===== config.mk =====
export PLATFORM = sky130hd
export DESIGN_NAME = registration_and_call_control_fsm
export DESIGN_NICKNAME = d
export VERILOG_FILES = /design/src/rtl/rcc_pkg.sv /design/src/rtl/rcc_ctrl.sv /design/src/rtl/rcc_outq.sv /design/src/rtl/registration_and_call_control_fsm.sv
export SDC_FILE = /design/constraint.sdc
export NUM_CORES = 1
export LEC_CHECK = 0
export BUFFER_PORTS_ARGS = -buffer_cell sky130_fd_sc_hd__clkbuf_2
export CORE_AREA = 4 4 211 213
export DETAILED_ROUTE_END_ITERATION = 10
export DIE_AREA = 0 0 215 217
export GPL_ROUTABILITY_DRIVEN = 0
export PLACE_DENSITY = 0.66
export SLEW_MARGIN = 10
export SYNTH_ARGS = -nofsm -noshare
export SYNTH_HDL_FRONTEND = slang
export SYNTH_SLANG_ARGS = --single-unit
export TNS_END_PERCENT = 30

===== constraint.sdc =====
create_clock -name clk -period 6.45 [get_ports clk]
set_input_delay 0.3225 -clock clk [delete_from_list [all_inputs] [get_ports clk]]
set_output_delay 0.3225 -clock clk [all_outputs]
set_load 0.05 [all_outputs]

===== src/rtl/rcc_pkg.sv =====
// Shared codes, result types and helpers for the registration and call controller.
package rcc_pkg;

    localparam int MAX_RES = 3;

    // input kinds (s_tuser)
    localparam logic [2:0] KIND_RX      = 3'd0;
    localparam logic [2:0] KIND_REG     = 3'd1;
    localparam logic [2:0] KIND_DEREG   = 3'd2;
    localparam logic [2:0] KIND_CALL    = 3'd3;
    localparam logic [2:0] KIND_HANGUP  = 3'd4;
    localparam logic [2:0] KIND_ANSWER  = 3'd5;
    localparam logic [2:0] KIND_TICK    = 3'd6;

    // received message type bytes
    localparam logic [7:0] MT_AUTH_CMD  = 8'h02;
    localparam logic [7:0] MT_REG_RSP   = 8'h03;
    localparam logic [7:0] MT_DEREG_REQ = 8'h04;
    localparam logic [7:0] MT_DEREG_RSP = 8'h05;
    localparam logic [7:0] MT_SETUP     = 8'h06;
    localparam logic [7:0] MT_SETUP_ACK = 8'h07;
    localparam logic [7:0] MT_ALERTING  = 8'h08;
    localparam logic [7:0] MT_CONNECT   = 8'h09;
    localparam logic [7:0] MT_CONN_ACK  = 8'h0a;
    localparam logic [7:0] MT_REL_REQ   = 8'h0c;

    // registration states
    localparam logic [1:0] R_UNREG = 2'd0;
    localparam logic [1:0] R_AUTH  = 2'd1;
    localparam logic [1:0] R_REG   = 2'd2;

    // call states
    localparam logic [3:0] C_IDLE      = 4'd0;
    localparam logic [3:0] C_INIT      = 4'd1;
    localparam logic [3:0] C_PROC      = 4'd2;
    localparam logic [3:0] C_DELIV     = 4'd3;
    localparam logic [3:0] C_PRES      = 4'd4;
    localparam logic [3:0] C_RECV      = 4'd5;
    localparam logic [3:0] C_CONREQ    = 4'd6;
    localparam logic [3:0] C_CONF      = 4'd7;
    localparam logic [3:0] C_ACTIVE    = 4'd8;
    localparam logic [3:0] C_RELEASING = 4'd9;

    // messages to send
    localparam logic [3:0] M_NONE     = 4'd0;
    localparam logic [3:0] M_REG      = 4'd1;
    localparam logic [3:0] M_AUTHREG  = 4'd2;
    localparam logic [3:0] M_DEREGREQ = 4'd3;
    localparam logic [3:0] M_DEREGRSP = 4'd4;
    localparam logic [3:0] M_SETUP    = 4'd5;
    localparam logic [3:0] M_SETUPACK = 4'd6;
    localparam logic [3:0] M_ALERT    = 4'd7;
    localparam logic [3:0] M_CONNECT  = 4'd8;
    localparam logic [3:0] M_CONNACK  = 4'd9;
    localparam logic [3:0] M_DISC     = 4'd10;
    localparam logic [3:0] M_RELRSP   = 4'd11;

    // causes
    localparam logic [7:0] CAUSE_NORMAL    = 8'd27;
    localparam logic [7:0] CAUSE_REJECT    = 8'd26;
    localparam logic [7:0] CAUSE_NO_ANSWER = 8'd6;

    localparam logic [31:0] CALL_ID_NONE = 32'hffff_ffff;

    // configuration register indexes
    localparam logic CFG_SHORT = 1'b0;
    localparam logic CFG_ALERT = 1'b1;

    localparam logic [15:0] SHORT_TICKS_RST = 16'd5000;
    localparam logic [15:0] ALERT_TICKS_RST = 16'd30000;

    typedef struct packed {
        logic [7:0]  cause;
        logic [31:0] id;
        logic [3:0]  msg;
    } rcc_res_t;

    // all results of one request, plus states after it
    typedef struct packed {
        logic [3:0]                 call_status;
        logic [1:0]                 reg_status;
        logic [1:0]                 count;
        rcc_res_t [MAX_RES-1:0]     res;
    } rcc_batch_t;

    function automatic rcc_batch_t push_res(rcc_batch_t b, logic [3:0] msg,
                                            logic [31:0] id, logic [7:0] cause);
        rcc_batch_t r;
        r = b;
        if (b.count < 2'(MAX_RES))
        begin
            r.res[b.count].msg   = msg;
            r.res[b.count].id    = id;
            r.res[b.count].cause = cause;
            r.count              = b.count + 2'd1;
        end
        return r;
    endfunction

endpackage


===== src/rtl/rcc_ctrl.sv =====
// Registration and call state registers, timers and per-request next-state logic.
module rcc_ctrl #(
    parameter int TIMER_BITS = 16
) (
    input  logic              clk,
    input  logic              rst_n,
    input  logic              step,
    input  logic [2:0]        kind,
    input  logic [7:0]        msg_type,
    input  logic [31:0]       call_id,
    input  logic [15:0]       short_ticks,
    input  logic [15:0]       alert_ticks,
    output rcc_pkg::rcc_batch_t batch
);
    import rcc_pkg::*;

    localparam int NUM_TIMERS = 6;
    localparam int T_REG    = 0;
    localparam int T_SETUP  = 1;
    localparam int T_ALERT  = 2;
    localparam int T_ANSWER = 3;
    localparam int T_DISC   = 4;
    localparam int T_CONN   = 5;

    logic [1:0]            reg_phase_reg, reg_phase_next;
    logic [3:0]            call_phase_reg, call_phase_next;
    logic [1:0]            init_rs_reg, init_rs_next;
    logic [1:0]            auth_rs_reg, auth_rs_next;
    logic [1:0]            dereg_rs_reg, dereg_rs_next;
    logic [1:0]            conn_rs_reg, conn_rs_next;
    logic                  disc_rs_reg, disc_rs_next;
    logic [TIMER_BITS-1:0] tcnt_reg [NUM_TIMERS];
    logic [TIMER_BITS-1:0] tcnt_next [NUM_TIMERS];
    logic [NUM_TIMERS-1:0] trun_reg, trun_next;
    logic [NUM_TIMERS-1:0] due;
    logic [31:0]           call_id_reg, call_id_next;
    logic [7:0]            cause_reg, cause_next;
    logic [TIMER_BITS-1:0] short_load, alert_load;
    rcc_batch_t            b;

    assign short_load = TIMER_BITS'(short_ticks);
    assign alert_load = TIMER_BITS'(alert_ticks);

    always_comb
    begin
        reg_phase_next  = reg_phase_reg;
        call_phase_next = call_phase_reg;
        init_rs_next    = init_rs_reg;
        auth_rs_next    = auth_rs_reg;
        dereg_rs_next   = dereg_rs_reg;
        conn_rs_next    = conn_rs_reg;
        disc_rs_next    = disc_rs_reg;
        tcnt_next       = tcnt_reg;
        trun_next       = trun_reg;
        due             = '0;
        call_id_next    = call_id_reg;
        cause_next      = cause_reg;
        b               = '0;

        unique case (kind)
            KIND_RX:
            begin
                // any received message stops the registration timer
                tcnt_next[T_REG] = '0; trun_next[T_REG] = 1'b0;
                priority if (msg_type == MT_AUTH_CMD && reg_phase_next == R_UNREG)
                begin
                    reg_phase_next = R_AUTH;
                    tcnt_next[T_REG] = short_load; trun_next[T_REG] = 1'b1;
                    b = push_res(b, M_AUTHREG, '0, '0);
                end
                else if (msg_type == MT_REG_RSP && reg_phase_next == R_AUTH)
                begin
                    reg_phase_next  = R_REG;
                    call_phase_next = C_IDLE;
                end
                else if (msg_type == MT_DEREG_REQ && reg_phase_next == R_REG)
                begin
                    b = push_res(b, M_DEREGRSP, '0, '0);
                    reg_phase_next  = R_UNREG;
                    call_phase_next = C_IDLE;
                    init_rs_next = '0; auth_rs_next = '0; dereg_rs_next = '0;
                    conn_rs_next = '0; disc_rs_next = 1'b0;
                end
                else if (msg_type == MT_DEREG_RSP && reg_phase_next == R_REG)
                begin
                    reg_phase_next  = R_UNREG;
                    call_phase_next = C_IDLE;
                    init_rs_next = '0; auth_rs_next = '0; dereg_rs_next = '0;
                    conn_rs_next = '0; disc_rs_next = 1'b0;
                end
                else if (msg_type == MT_SETUP && call_phase_next == C_IDLE
                         && reg_phase_next == R_REG)
                begin
                    call_id_next = call_id;
                    b = push_res(b, M_SETUPACK, call_id, '0);
                    b = push_res(b, M_ALERT, call_id, '0);
                    call_phase_next = C_RECV;
                end
                else if (msg_type == MT_SETUP_ACK && call_phase_next == C_INIT)
                begin
                    call_phase_next = C_PROC;
                    tcnt_next[T_SETUP] = '0; trun_next[T_SETUP] = 1'b0;
                    call_id_next = call_id;
                    tcnt_next[T_ALERT] = short_load; trun_next[T_ALERT] = 1'b1;
                end
                else if (msg_type == MT_ALERTING && call_phase_next == C_PROC)
                begin
                    call_phase_next = C_DELIV;
                    tcnt_next[T_ALERT] = '0; trun_next[T_ALERT] = 1'b0;
                    tcnt_next[T_SETUP] = '0; trun_next[T_SETUP] = 1'b0;
                    tcnt_next[T_ANSWER] = alert_load; trun_next[T_ANSWER] = 1'b1;
                end
                else if (msg_type == MT_CONNECT
                         && (call_phase_next == C_DELIV || call_phase_next == C_PROC))
                begin
                    call_phase_next = C_ACTIVE;
                    tcnt_next[T_ANSWER] = '0; trun_next[T_ANSWER] = 1'b0;
                    tcnt_next[T_SETUP]  = '0; trun_next[T_SETUP]  = 1'b0;
                    tcnt_next[T_ALERT]  = '0; trun_next[T_ALERT]  = 1'b0;
                    b = push_res(b, M_CONNACK, call_id_next, '0);
                end
                else if (msg_type == MT_CONN_ACK && call_phase_next == C_CONREQ)
                begin
                    call_phase_next = C_ACTIVE;
                    tcnt_next[T_CONN] = '0; trun_next[T_CONN] = 1'b0;
                    conn_rs_next = '0; disc_rs_next = 1'b0;
                end
                else if (msg_type == MT_REL_REQ)
                begin
                    call_phase_next = C_IDLE;
                    conn_rs_next = '0; disc_rs_next = 1'b0;
                    for (int i = T_SETUP; i < NUM_TIMERS; i++)
                    begin
                        tcnt_next[i] = '0; trun_next[i] = 1'b0;
                    end
                    b = push_res(b, M_RELRSP, call_id_next, CAUSE_NORMAL);
                end
                else
                begin
                    // unknown type or wrong state: nothing more
                end
            end
            KIND_REG:
            begin
                if (reg_phase_next == R_UNREG)
                begin
                    tcnt_next[T_REG] = short_load; trun_next[T_REG] = 1'b1;
                    b = push_res(b, M_REG, '0, '0);
                end
            end
            KIND_DEREG:
            begin
                if (reg_phase_next == R_REG)
                begin
                    tcnt_next[T_REG] = short_load; trun_next[T_REG] = 1'b1;
                    b = push_res(b, M_DEREGREQ, '0, '0);
                end
            end
            KIND_CALL:
            begin
                if (reg_phase_next == R_REG && call_phase_next == C_IDLE)
                begin
                    call_phase_next = C_INIT;
                    tcnt_next[T_SETUP] = short_load; trun_next[T_SETUP] = 1'b1;
                    b = push_res(b, M_SETUP, CALL_ID_NONE, '0);
                end
            end
            KIND_HANGUP:
            begin
                if (call_phase_next == C_DELIV || call_phase_next == C_ACTIVE
                    || call_phase_next == C_RECV)
                begin
                    // delivered keeps the previous cause
                    if (call_phase_next == C_ACTIVE)
                        cause_next = CAUSE_NORMAL;
                    else if (call_phase_next == C_RECV)
                        cause_next = CAUSE_REJECT;
                    disc_rs_next = 1'b0;
                    tcnt_next[T_ANSWER] = '0; trun_next[T_ANSWER] = 1'b0;
                    tcnt_next[T_DISC] = short_load; trun_next[T_DISC] = 1'b1;
                    call_phase_next = C_RELEASING;
                    b = push_res(b, M_DISC, call_id_next, cause_next);
                end
            end
            KIND_ANSWER:
            begin
                if (call_phase_next == C_RECV)
                begin
                    tcnt_next[T_CONN] = short_load; trun_next[T_CONN] = 1'b1;
                    call_phase_next = C_CONREQ;
                    b = push_res(b, M_CONNECT, call_id_next, '0);
                end
            end
            KIND_TICK:
            begin
                for (int i = 0; i < NUM_TIMERS; i++)
                begin
                    if (trun_reg[i])
                    begin
                        if (tcnt_reg[i] <= TIMER_BITS'(1))
                        begin
                            tcnt_next[i] = '0;
                            due[i]       = 1'b1;
                        end
                        else
                            tcnt_next[i] = tcnt_reg[i] - TIMER_BITS'(1);
                    end
                end

                // handlers in fixed order; a stop clears the due flag of that timer
                if (due[T_REG])
                begin
                    tcnt_next[T_REG] = '0; trun_next[T_REG] = 1'b0; due[T_REG] = 1'b0;
                    if (reg_phase_next == R_UNREG && init_rs_next <= 2'd1)
                    begin
                        init_rs_next = init_rs_next + 2'd1;
                        tcnt_next[T_REG] = short_load; trun_next[T_REG] = 1'b1;
                        b = push_res(b, M_REG, '0, '0);
                    end
                    else if (reg_phase_next == R_AUTH && auth_rs_next <= 2'd1)
                    begin
                        auth_rs_next = auth_rs_next + 2'd1;
                        tcnt_next[T_REG] = short_load; trun_next[T_REG] = 1'b1;
                        b = push_res(b, M_AUTHREG, '0, '0);
                    end
                    else if (reg_phase_next == R_REG && dereg_rs_next <= 2'd1)
                    begin
                        dereg_rs_next = dereg_rs_next + 2'd1;
                        tcnt_next[T_REG] = short_load; trun_next[T_REG] = 1'b1;
                        b = push_res(b, M_DEREGREQ, '0, '0);
                    end
                    else
                    begin
                        // give up: call timers keep running
                        reg_phase_next  = R_UNREG;
                        call_phase_next = C_IDLE;
                        init_rs_next = '0; auth_rs_next = '0; dereg_rs_next = '0;
                        conn_rs_next = '0; disc_rs_next = 1'b0;
                    end
                end

                for (int i = T_SETUP; i <= T_ANSWER; i++)
                begin
                    if (due[i])
                    begin
                        for (int j = T_SETUP; j <= T_ANSWER; j++)
                        begin
                            tcnt_next[j] = '0; trun_next[j] = 1'b0; due[j] = 1'b0;
                        end
                        call_phase_next = C_IDLE;
                        conn_rs_next = '0; disc_rs_next = 1'b0;
                    end
                end

                if (due[T_DISC])
                begin
                    tcnt_next[T_DISC] = '0; trun_next[T_DISC] = 1'b0; due[T_DISC] = 1'b0;
                    if (!disc_rs_next)
                    begin
                        disc_rs_next = 1'b1;
                        tcnt_next[T_DISC] = short_load; trun_next[T_DISC] = 1'b1;
                        b = push_res(b, M_DISC, call_id_next, cause_next);
                    end
                    else
                    begin
                        call_phase_next = C_IDLE;
                        conn_rs_next = '0; disc_rs_next = 1'b0;
                        for (int i = T_SETUP; i < NUM_TIMERS; i++)
                        begin
                            tcnt_next[i] = '0; trun_next[i] = 1'b0; due[i] = 1'b0;
                        end
                    end
                end

                if (due[T_CONN])
                begin
                    tcnt_next[T_CONN] = '0; trun_next[T_CONN] = 1'b0; due[T_CONN] = 1'b0;
                    if (conn_rs_next <= 2'd1)
                    begin
                        conn_rs_next = conn_rs_next + 2'd1;
                        tcnt_next[T_CONN] = short_load; trun_next[T_CONN] = 1'b1;
                        b = push_res(b, M_CONNECT, call_id_next, '0);
                    end
                    else
                    begin
                        conn_rs_next = '0; disc_rs_next = 1'b0;
                        cause_next = CAUSE_NO_ANSWER;
                        tcnt_next[T_DISC] = short_load; trun_next[T_DISC] = 1'b1;
                        call_phase_next = C_RELEASING;
                        b = push_res(b, M_DISC, call_id_next, cause_next);
                    end
                end
            end
            default:
            begin
                // unused kind: no effect
            end
        endcase

        if (b.count == 2'd0)
            b = push_res(b, M_NONE, '0, '0);
        b.reg_status  = reg_phase_next;
        b.call_status = call_phase_next;
    end

    assign batch = b;

    always_ff @(posedge clk or negedge rst_n)
    begin
        if (!rst_n)
        begin
            reg_phase_reg  <= R_UNREG;
            call_phase_reg <= C_IDLE;
            init_rs_reg    <= '0;
            auth_rs_reg    <= '0;
            dereg_rs_reg   <= '0;
            conn_rs_reg    <= '0;
            disc_rs_reg    <= 1'b0;
            trun_reg       <= '0;
            for (int i = 0; i < NUM_TIMERS; i++)
                tcnt_reg[i] <= '0;
            call_id_reg    <= CALL_ID_NONE;
            cause_reg      <= CAUSE_NORMAL;
        end
        else if (step)
        begin
            reg_phase_reg  <= reg_phase_next;
            call_phase_reg <= call_phase_next;
            init_rs_reg    <= init_rs_next;
            auth_rs_reg    <= auth_rs_next;
            dereg_rs_reg   <= dereg_rs_next;
            conn_rs_reg    <= conn_rs_next;
            disc_rs_reg    <= disc_rs_next;
            trun_reg       <= trun_next;
            tcnt_reg       <= tcnt_next;
            call_id_reg    <= call_id_next;
            cause_reg      <= cause_next;
        end
    end

endmodule


===== src/rtl/rcc_outq.sv =====
// Result register holding one request's results and handing them out one per cycle while m_tready is high.
module rcc_outq (
    input  logic                clk,
    input  logic                rst_n,
    input  logic                load,
    input  rcc_pkg::rcc_batch_t batch,
    output logic                free,
    output logic                m_tvalid,
    input  logic                m_tready,
    output logic [55:0]         m_tdata,   // send_message, out_call_id, out_cause,
                                           // reg_status, call_status, zero pad
    output logic                m_tlast
);
    import rcc_pkg::*;

    rcc_batch_t batch_reg;
    logic       valid_reg;
    logic [1:0] idx_reg;
    logic       at_end;
    rcc_res_t   cur;

    assign at_end = (idx_reg == batch_reg.count - 2'd1);
    assign free   = !valid_reg || (m_tready && at_end);
    assign cur    = batch_reg.res[idx_reg];

    assign m_tvalid = valid_reg;
    assign m_tlast  = at_end;
    assign m_tdata  = {6'd0, batch_reg.call_status, batch_reg.reg_status,
                       cur.cause, cur.id, cur.msg};

    always_ff @(posedge clk or negedge rst_n)
    begin
        if (!rst_n)
        begin
            valid_reg <= 1'b0;
            idx_reg   <= '0;
        end
        else if (load)
        begin
            valid_reg <= 1'b1;
            idx_reg   <= '0;
        end
        else if (valid_reg && m_tready)
        begin
            if (at_end)
                valid_reg <= 1'b0;
            else
                idx_reg <= idx_reg + 2'd1;
        end
    end

    always_ff @(posedge clk)
    begin
        if (load)
            batch_reg <= batch;
    end

endmodule


===== src/rtl/registration_and_call_control_fsm.sv =====
// Top level of the terminal registration and call control block.
// Each request (received message, user action or tick) is registered, then handled
// combinationally and its one to three results go into a result register that drives the
// master side one result per cycle while m_tready is high, m_tlast marking the last. The
// input register takes the next request while the results drain and hands it on at the
// edge that takes the last result. m_tvalid rises once the request has passed the input
// register and been loaded into the result register. Timer values are to be written
// through the cfg port only while idle; the block itself does not enforce this.
module registration_and_call_control_fsm #(
    parameter int TIMER_BITS = 16
) (
    input  logic        clk,
    input  logic        rst_n,
    input  logic        s_tvalid,
    output logic        s_tready,
    input  logic [39:0] s_tdata,    // msg_type, call_id
    input  logic [2:0]  s_tuser,    // kind
    output logic        m_tvalid,
    input  logic        m_tready,
    output logic [55:0] m_tdata,    // send_message, out_call_id, out_cause,
                                    // reg_status, call_status, zero pad
    output logic        m_tlast,
    input  logic        cfg_valid,
    output logic        cfg_ready,
    input  logic        cfg_index,
    input  logic [15:0] cfg_data
);
    import rcc_pkg::*;

    logic        in_valid_reg;
    logic [2:0]  kind_reg;
    logic [7:0]  msg_type_reg;
    logic [31:0] call_id_reg;
    logic [15:0] short_ticks_reg;
    logic [15:0] alert_ticks_reg;
    logic        free;
    logic        step;
    rcc_batch_t  batch;

    assign step      = in_valid_reg && free;
    assign s_tready  = !in_valid_reg || step;
    assign cfg_ready = 1'b1;

    always_ff @(posedge clk or negedge rst_n)
    begin
        if (!rst_n)
            in_valid_reg <= 1'b0;
        else if (s_tvalid && s_tready)
            in_valid_reg <= 1'b1;
        else if (step)
            in_valid_reg <= 1'b0;
    end

    always_ff @(posedge clk)
    begin
        if (s_tvalid && s_tready)
        begin
            kind_reg     <= s_tuser;
            msg_type_reg <= s_tdata[7:0];
            call_id_reg  <= s_tdata[39:8];
        end
    end

    always_ff @(posedge clk or negedge rst_n)
    begin
        if (!rst_n)
        begin
            short_ticks_reg <= SHORT_TICKS_RST;
            alert_ticks_reg <= ALERT_TICKS_RST;
        end
        else if (cfg_valid && cfg_ready)
        begin
            unique case (cfg_index)
                CFG_SHORT: short_ticks_reg <= cfg_data;
                CFG_ALERT: alert_ticks_reg <= cfg_data;
            endcase
        end
    end

    rcc_ctrl #(
        .TIMER_BITS (TIMER_BITS)
    ) u_ctrl (
        .clk         (clk),
        .rst_n       (rst_n),
        .step        (step),
        .kind        (kind_reg),
        .msg_type    (msg_type_reg),
        .call_id     (call_id_reg),
        .short_ticks (short_ticks_reg),
        .alert_ticks (alert_ticks_reg),
        .batch       (batch)
    );

    rcc_outq u_outq (
        .clk      (clk),
        .rst_n    (rst_n),
        .load     (step),
        .batch    (batch),
        .free     (free),
        .m_tvalid (m_tvalid),
        .m_tready (m_tready),
        .m_tdata  (m_tdata),
        .m_tlast  (m_tlast)
    );

endmodule


Word level (Yosys, flattened, before mapping)
Cells that the tools add are included.
- order comparisons: 23
- $add $sub $neg: 16
- reduce and logical (&&, ||, !) cells: 62
- bitwise logic cells: 5
- equality and inequality tests: 63
- muxes and demuxes: 332
- operators with widths (operator ; count):
    2-to-1 mux 134 bit ; 22
    bitwise mux 132 bit ; 15
    2-to-1 mux 80 bit ; 17
    2-to-1 mux 133 bit ; 9
    demux 44 bit (select 2 bit) ; 12
    case mux 134 bit (7 select lines) ; 1
    2-to-1 mux 44 bit ; 11
    2-to-1 mux 16 bit ; 26
    2-to-1 mux 48 bit ; 7
    2-to-1 mux 32 bit ; 7
    2-to-1 mux 36 bit ; 4
    2-to-1 mux 2 bit ; 60
    2-to-1 mux 4 bit ; 29
    2-to-1 mux 5 bit ; 20
    less-or-equal comparator 16 x 1 -> 1 bit, second input constant ; 6
    case mux 16 bit (3 select lines) ; 2
    case mux 32 bit (3 select lines) ; 1
    subtractor 16 x 1 -> 16 bit, second input constant ; 6
    binary-select mux 44 bit (select 2 bit) ; 1
    2-to-1 mux 64 bit ; 1
    case mux 16 bit (4 select lines) ; 1
    2-to-1 mux 1 bit ; 56
    2-to-1 mux 8 bit ; 5
    2-to-1 mux 3 bit ; 11
    other kinds (55) ; 171
- bits of input ports: 65
- register bits after elaboration: 376

Depth between registers and ports, before layout
- depth in word-level cells: 38
- depth in mapped cells: 15
- gate-level depth less buffers: 14

By module
Synthesis repeated with hierarchy kept, for this count alone.
- cells, all modules: 2033
- area total of the unflattened synthesis: 20661.1 um^2
- by module, submodules not included (module ; cells each ; area an instance (um^2) ; times used):
    rcc_ctrl ; 1593 ; 12637.1 ; 1
    rcc_outq ; 321 ; 5406.4 ; 1
    registration_and_call_control_fsm ; 119 ; 2617.5 ; 1

Worst setup path before layout
No wires, ideal clock.
- path type: register -> register
- start: register u_outq.idx_reg[1]
- end: register u_ctrl.conn_rs_reg[1]
- clock period less this slack: 7.118 ns
- stages on the path, launching flop included: 10
- library setup time: 0.134 ns
- data arrival time: 6.984 ns
- buffers on the path: 2
- setup slack: -0.668 ns
- cell sequence: dfrtp_1 -> buf_2 -> xnor2_1 -> mux2i_1 -> a31oi_1 -> inv_1 -> clkbuf_1 -> o21ai_0 -> o21ai_0 -> o21ai_0
- word-level cells in the longest chain between the ends: 5
- ends and longest elaborated chain (what ; line ; text):
    start, declared ; rcc_outq.sv:18 ; logic [1:0] idx_reg;
    start signal, assigned ; rcc_outq.sv:48 ; idx_reg <= idx_reg + 2'd1;
    equality test 2 bit ; rcc_outq.sv:22 ; assign at_end = (idx_reg == batch_reg.count - 2'd1);
    net m_tlast ; registration_and_call_control_fsm.sv:22 ; output logic m_tlast,
    logical AND 1 bit ; rcc_outq.sv:23 ; assign free = !valid_reg || (m_tready && at_end);
    logical OR 1 bit ; rcc_outq.sv:23 ;
    logical AND 1 bit ; registration_and_call_control_fsm.sv:40 ; assign step = in_valid_reg && free;
    net step ; registration_and_call_control_fsm.sv:37 ; logic step;
    AND reduction 9 bit (no line) ; -- ;
    end signal, assigned ; rcc_ctrl.sv:332 ; conn_rs_reg <= conn_rs_next;
    end, declared ; rcc_ctrl.sv:30 ; logic [1:0] conn_rs_reg, conn_rs_next;
The timed path passes the listed nets, and every way through them passes these cells.
A chain may end at the register's enable or synchronous reset.

==> results.md <==
* Status: complete, no violations
* Non-filler cells, final at 2671
* Vias in the first global route at 16300
* Share of layout cells above drive strength 1 at 19.1%
* Logic pwr share at 32.1%
* Flop pwr share at 40.0%
* Hold Crit Depth at 2
* Pwr/cell area at 382 nW/um^2
* Static Leakage at 0.00854 uW
* Via/cell ratio at 6.21
* Most common cell after layout, fill and taps aside: o21ai_0
* Worst EP required at 6740 ps
* Largest net degree at the start of global routing at 121
* Yosys warnings at 0
* Post-synth top flop: edfxtp_1
* Post-synth EDFFs at 172
* Power share of the clock group at 28.0%
* CTS root buf: clkbuf_16
* Resize count post-CTS at 0
* Final setup fails at 0
* CP max FO at 28
* Worst-Skew Late Latency at 580 ps
* Area of the multi-input gates at 9120 sq um
* Core box area at 42700 sq um
* WL/cell at 21.2 um
* Fin crit period at 4830 ps
* Initial core utilization at 46.7%
* Synthesized cell area at 19900 sq um
* DIE HEIGHT at 217 um
* Synthesized-area fraction occupied by xor and xnor cells at 0.923%
* Drt first pass iters at 6
* Critical path startpoint category: flop
* CTS max path bufs at 3
* Fin. Hold Viols at 0
* Initial antenna violation count at 0
* CP Capture Type: flop
* P&R area growth vs syn at 14.3%
* FP Rows at 76
* Rel. slew slack at 21.9%
* Placed wire-length estimate at 35300 um
* Crit-path cells: nor4_1 -> nand4_1 -> nand3_1 -> nor2_1 -> inv_1 -> ha_1 -> nor4_2 -> a221oi_2 -> nor2_4 -> buf_4 -> a21oi_2
* Synth Instances at 1982
* Max reg flops at 123
* Fin nets at 2173
* R2R depth at 11
* Total CTS buffers at 43
* Period utilization at 74.8%
* GRT overflow at 0
* Placed insts at 2535
* Io pins at 125
* Drt total wl at 56500 um
* Worst Skew at 39.0 ps
* Synth Area in Simple Gates at 16.3%
* CP max-delay cell: nor4_1
* Max-slew violations at 0
* Distinct cells, synth at 87
* Synth Area per Inst at 10.1 sq um
* Post-synthesis compound-gate area fraction at 21.1%
* # fillers at 3804
* Sw Share at 39.8%
* Pre-CTS WS at 1780 ps
* CTS tree: done
* Overall power at 8690 uW
* ANT cells at 0
* Seq cells post-synth at 365
* CP max stage delay at 810 ps
* RSZ-0062 raised after global routing: no
* # port buffers at 117
* First-pass GRT wire length at 90300 um
* Largest family of logic cells by synthesized area: compound AO/OA/AOI/OAI gates
* TNS Setup at 0 ps
* Multiplexer area fraction after synthesis at 6.05%
* Worst Tran Pin Value at 1170 ps
* Post-synth ARST share at 52.9%
* # DRC at 0
* Max-cap viol count at 0
* CTS sink cnt at 365
* Maximum VDD drop at 0.316 mV
* Final Core Density at 53.4%
* Crit Path Category: reg -> reg
* FF+latch area at 10100 sq um
* Iter 0 DRT Violations at 1664
* Most frequent cells in the layout: o21ai_0 (211), edfxtp_1 (172), nand2_1 (157)
* H-tree depth at 2
* Worst Hold Class: in -> reg
* P_int at 5230 uW
* Routed Antenna Nets at 0
* Seq/Total Area, Yosys at 50.5%
* Clock-pin slew of the registers on the worst-case setup and hold paths at 60 ps
* Critical path data arrival time at 5110 ps
* GRT Overall Usage at 23.8%
* Highest clock rate at 207 MHz
* Die width at 215 um
* NetSw at 3460 uW
* Total number of vias at 16600
* Die area at 46700 sq um
* Post-synthesis adder-cell area fraction at 1.07%
* Final critical-path setup slack at 1620 ps
-- through the flow --
| step | hold WS, ps | instance area [sq um] |
|---|---|---|
| after floorplan | 26.9 | 19900 |
| after global placement | 473 | 20800 |
| after detailed placement | 479 | 20800 |
| after CTS | 6.67 | 22800 |
| after global routing | 22.4 | 22800 |
| final | 28.7 | 22800 |
-- layer usage --
layer / GRT usage (%) / share of wire, % / vias to the layer above
met3: 3.23 / 7.2 / 124
met4: 9.71 / 3.2 / 0
met5: 0 / 0 / -
met2: 38.3 / 47 / 704
met1: 32.8 / 43 / 8137
li1: - / - / 7611
-- final cells by class --
type / instances / area share [%]
tap: 546 / 3.00
clock inverter: 18 / 0.774
multi-input combinational: 1444 / 40.0
clock buffer: 61 / 5.47
inverter: 39 / 0.665
sequential: 365 / 44.1
timing repair buffer: 198 / 5.90
-- what timing repair did --
| action | in CTS | in global routing |
|---|---|---|
| hold endpoints to repair | 163 | 0 |
| hold buffers | 57 | 0 |
| setup buffers | 0 | 0 |
-- path summary, 6_finish.rpt --
| kind | end | start | slack, ps |
|---|---|---|---|
| max | u_outq.batch_reg[13] | u_ctrl.tcnt_reg[56] | 1620 |
| min | alert_ticks_reg[0] | cfg_data[0] | 30 |
| max reg2reg | u_outq.batch_reg[13] | u_ctrl.tcnt_reg[56] | 1620 |
| min reg2reg | u_ctrl.tcnt_reg[39] | alert_ticks_reg[7] | 490 |
| max in group asynchronous | u_ctrl.tcnt_reg[6] | rst_n | 4620 |
| min in group asynchronous | alert_ticks_reg[11] | rst_n | 430 |
-- synth_stat cells, types with 15 or more instances --
library cell	instances	area, sq um
o21ai_0	212	1060
edfxtp_1	172	5160
nand2_1	157	589
dfrtp_1	145	3630
nor2_1	142	533
a21oi_1	140	701
clkbuf_1	81	304
mux2_2	68	766
a22o_1	67	587
and2_1	62	388
nor3_1	59	295
dfstp_2	48	1260
mux2i_1	44	440
nand3_1	43	215
a21oi_2	36	315
inv_1	36	135
nor4_1	32	200
buf_2	26	130
a31oi_1	25	156
nor2b_1	24	150
o21ai_1	24	120
a32oi_1	23	201
a22oi_1	21	158
nand2b_1	20	125
ha_1	17	213
xnor2_1	16	140
buf_4	15	113
nand4_1	15	93.8
or3_1	15	93.8
-- worst max-delay path, delay by kind of cell (launching register included) --
family	cells	cell delay (ps)
compound gates	2	170
buf+inv	2	660
flops	1	420
fa+ha+maj	1	340
simple gates	6	2920
-- power groups by stage --
stage                     sequential [uW]  combinational (uW)  clock [uW]
after floorplan                      3310                2160           0
after global placement               3480                2700           0
after detailed placement             3500                2750           0
after CTS                            3460                2780        2490
after global routing                 3530                3020        2590
final                                3480                2790        2430
-- cells by family after synthesis --
logic type,count (synthesis)
compound gates,656
simple gates,631
flops,365
buf+inv,178
mux,112
xor+xnor,21
fa+ha+maj,17
other cells,2
(Power assumes the default switching activity.)
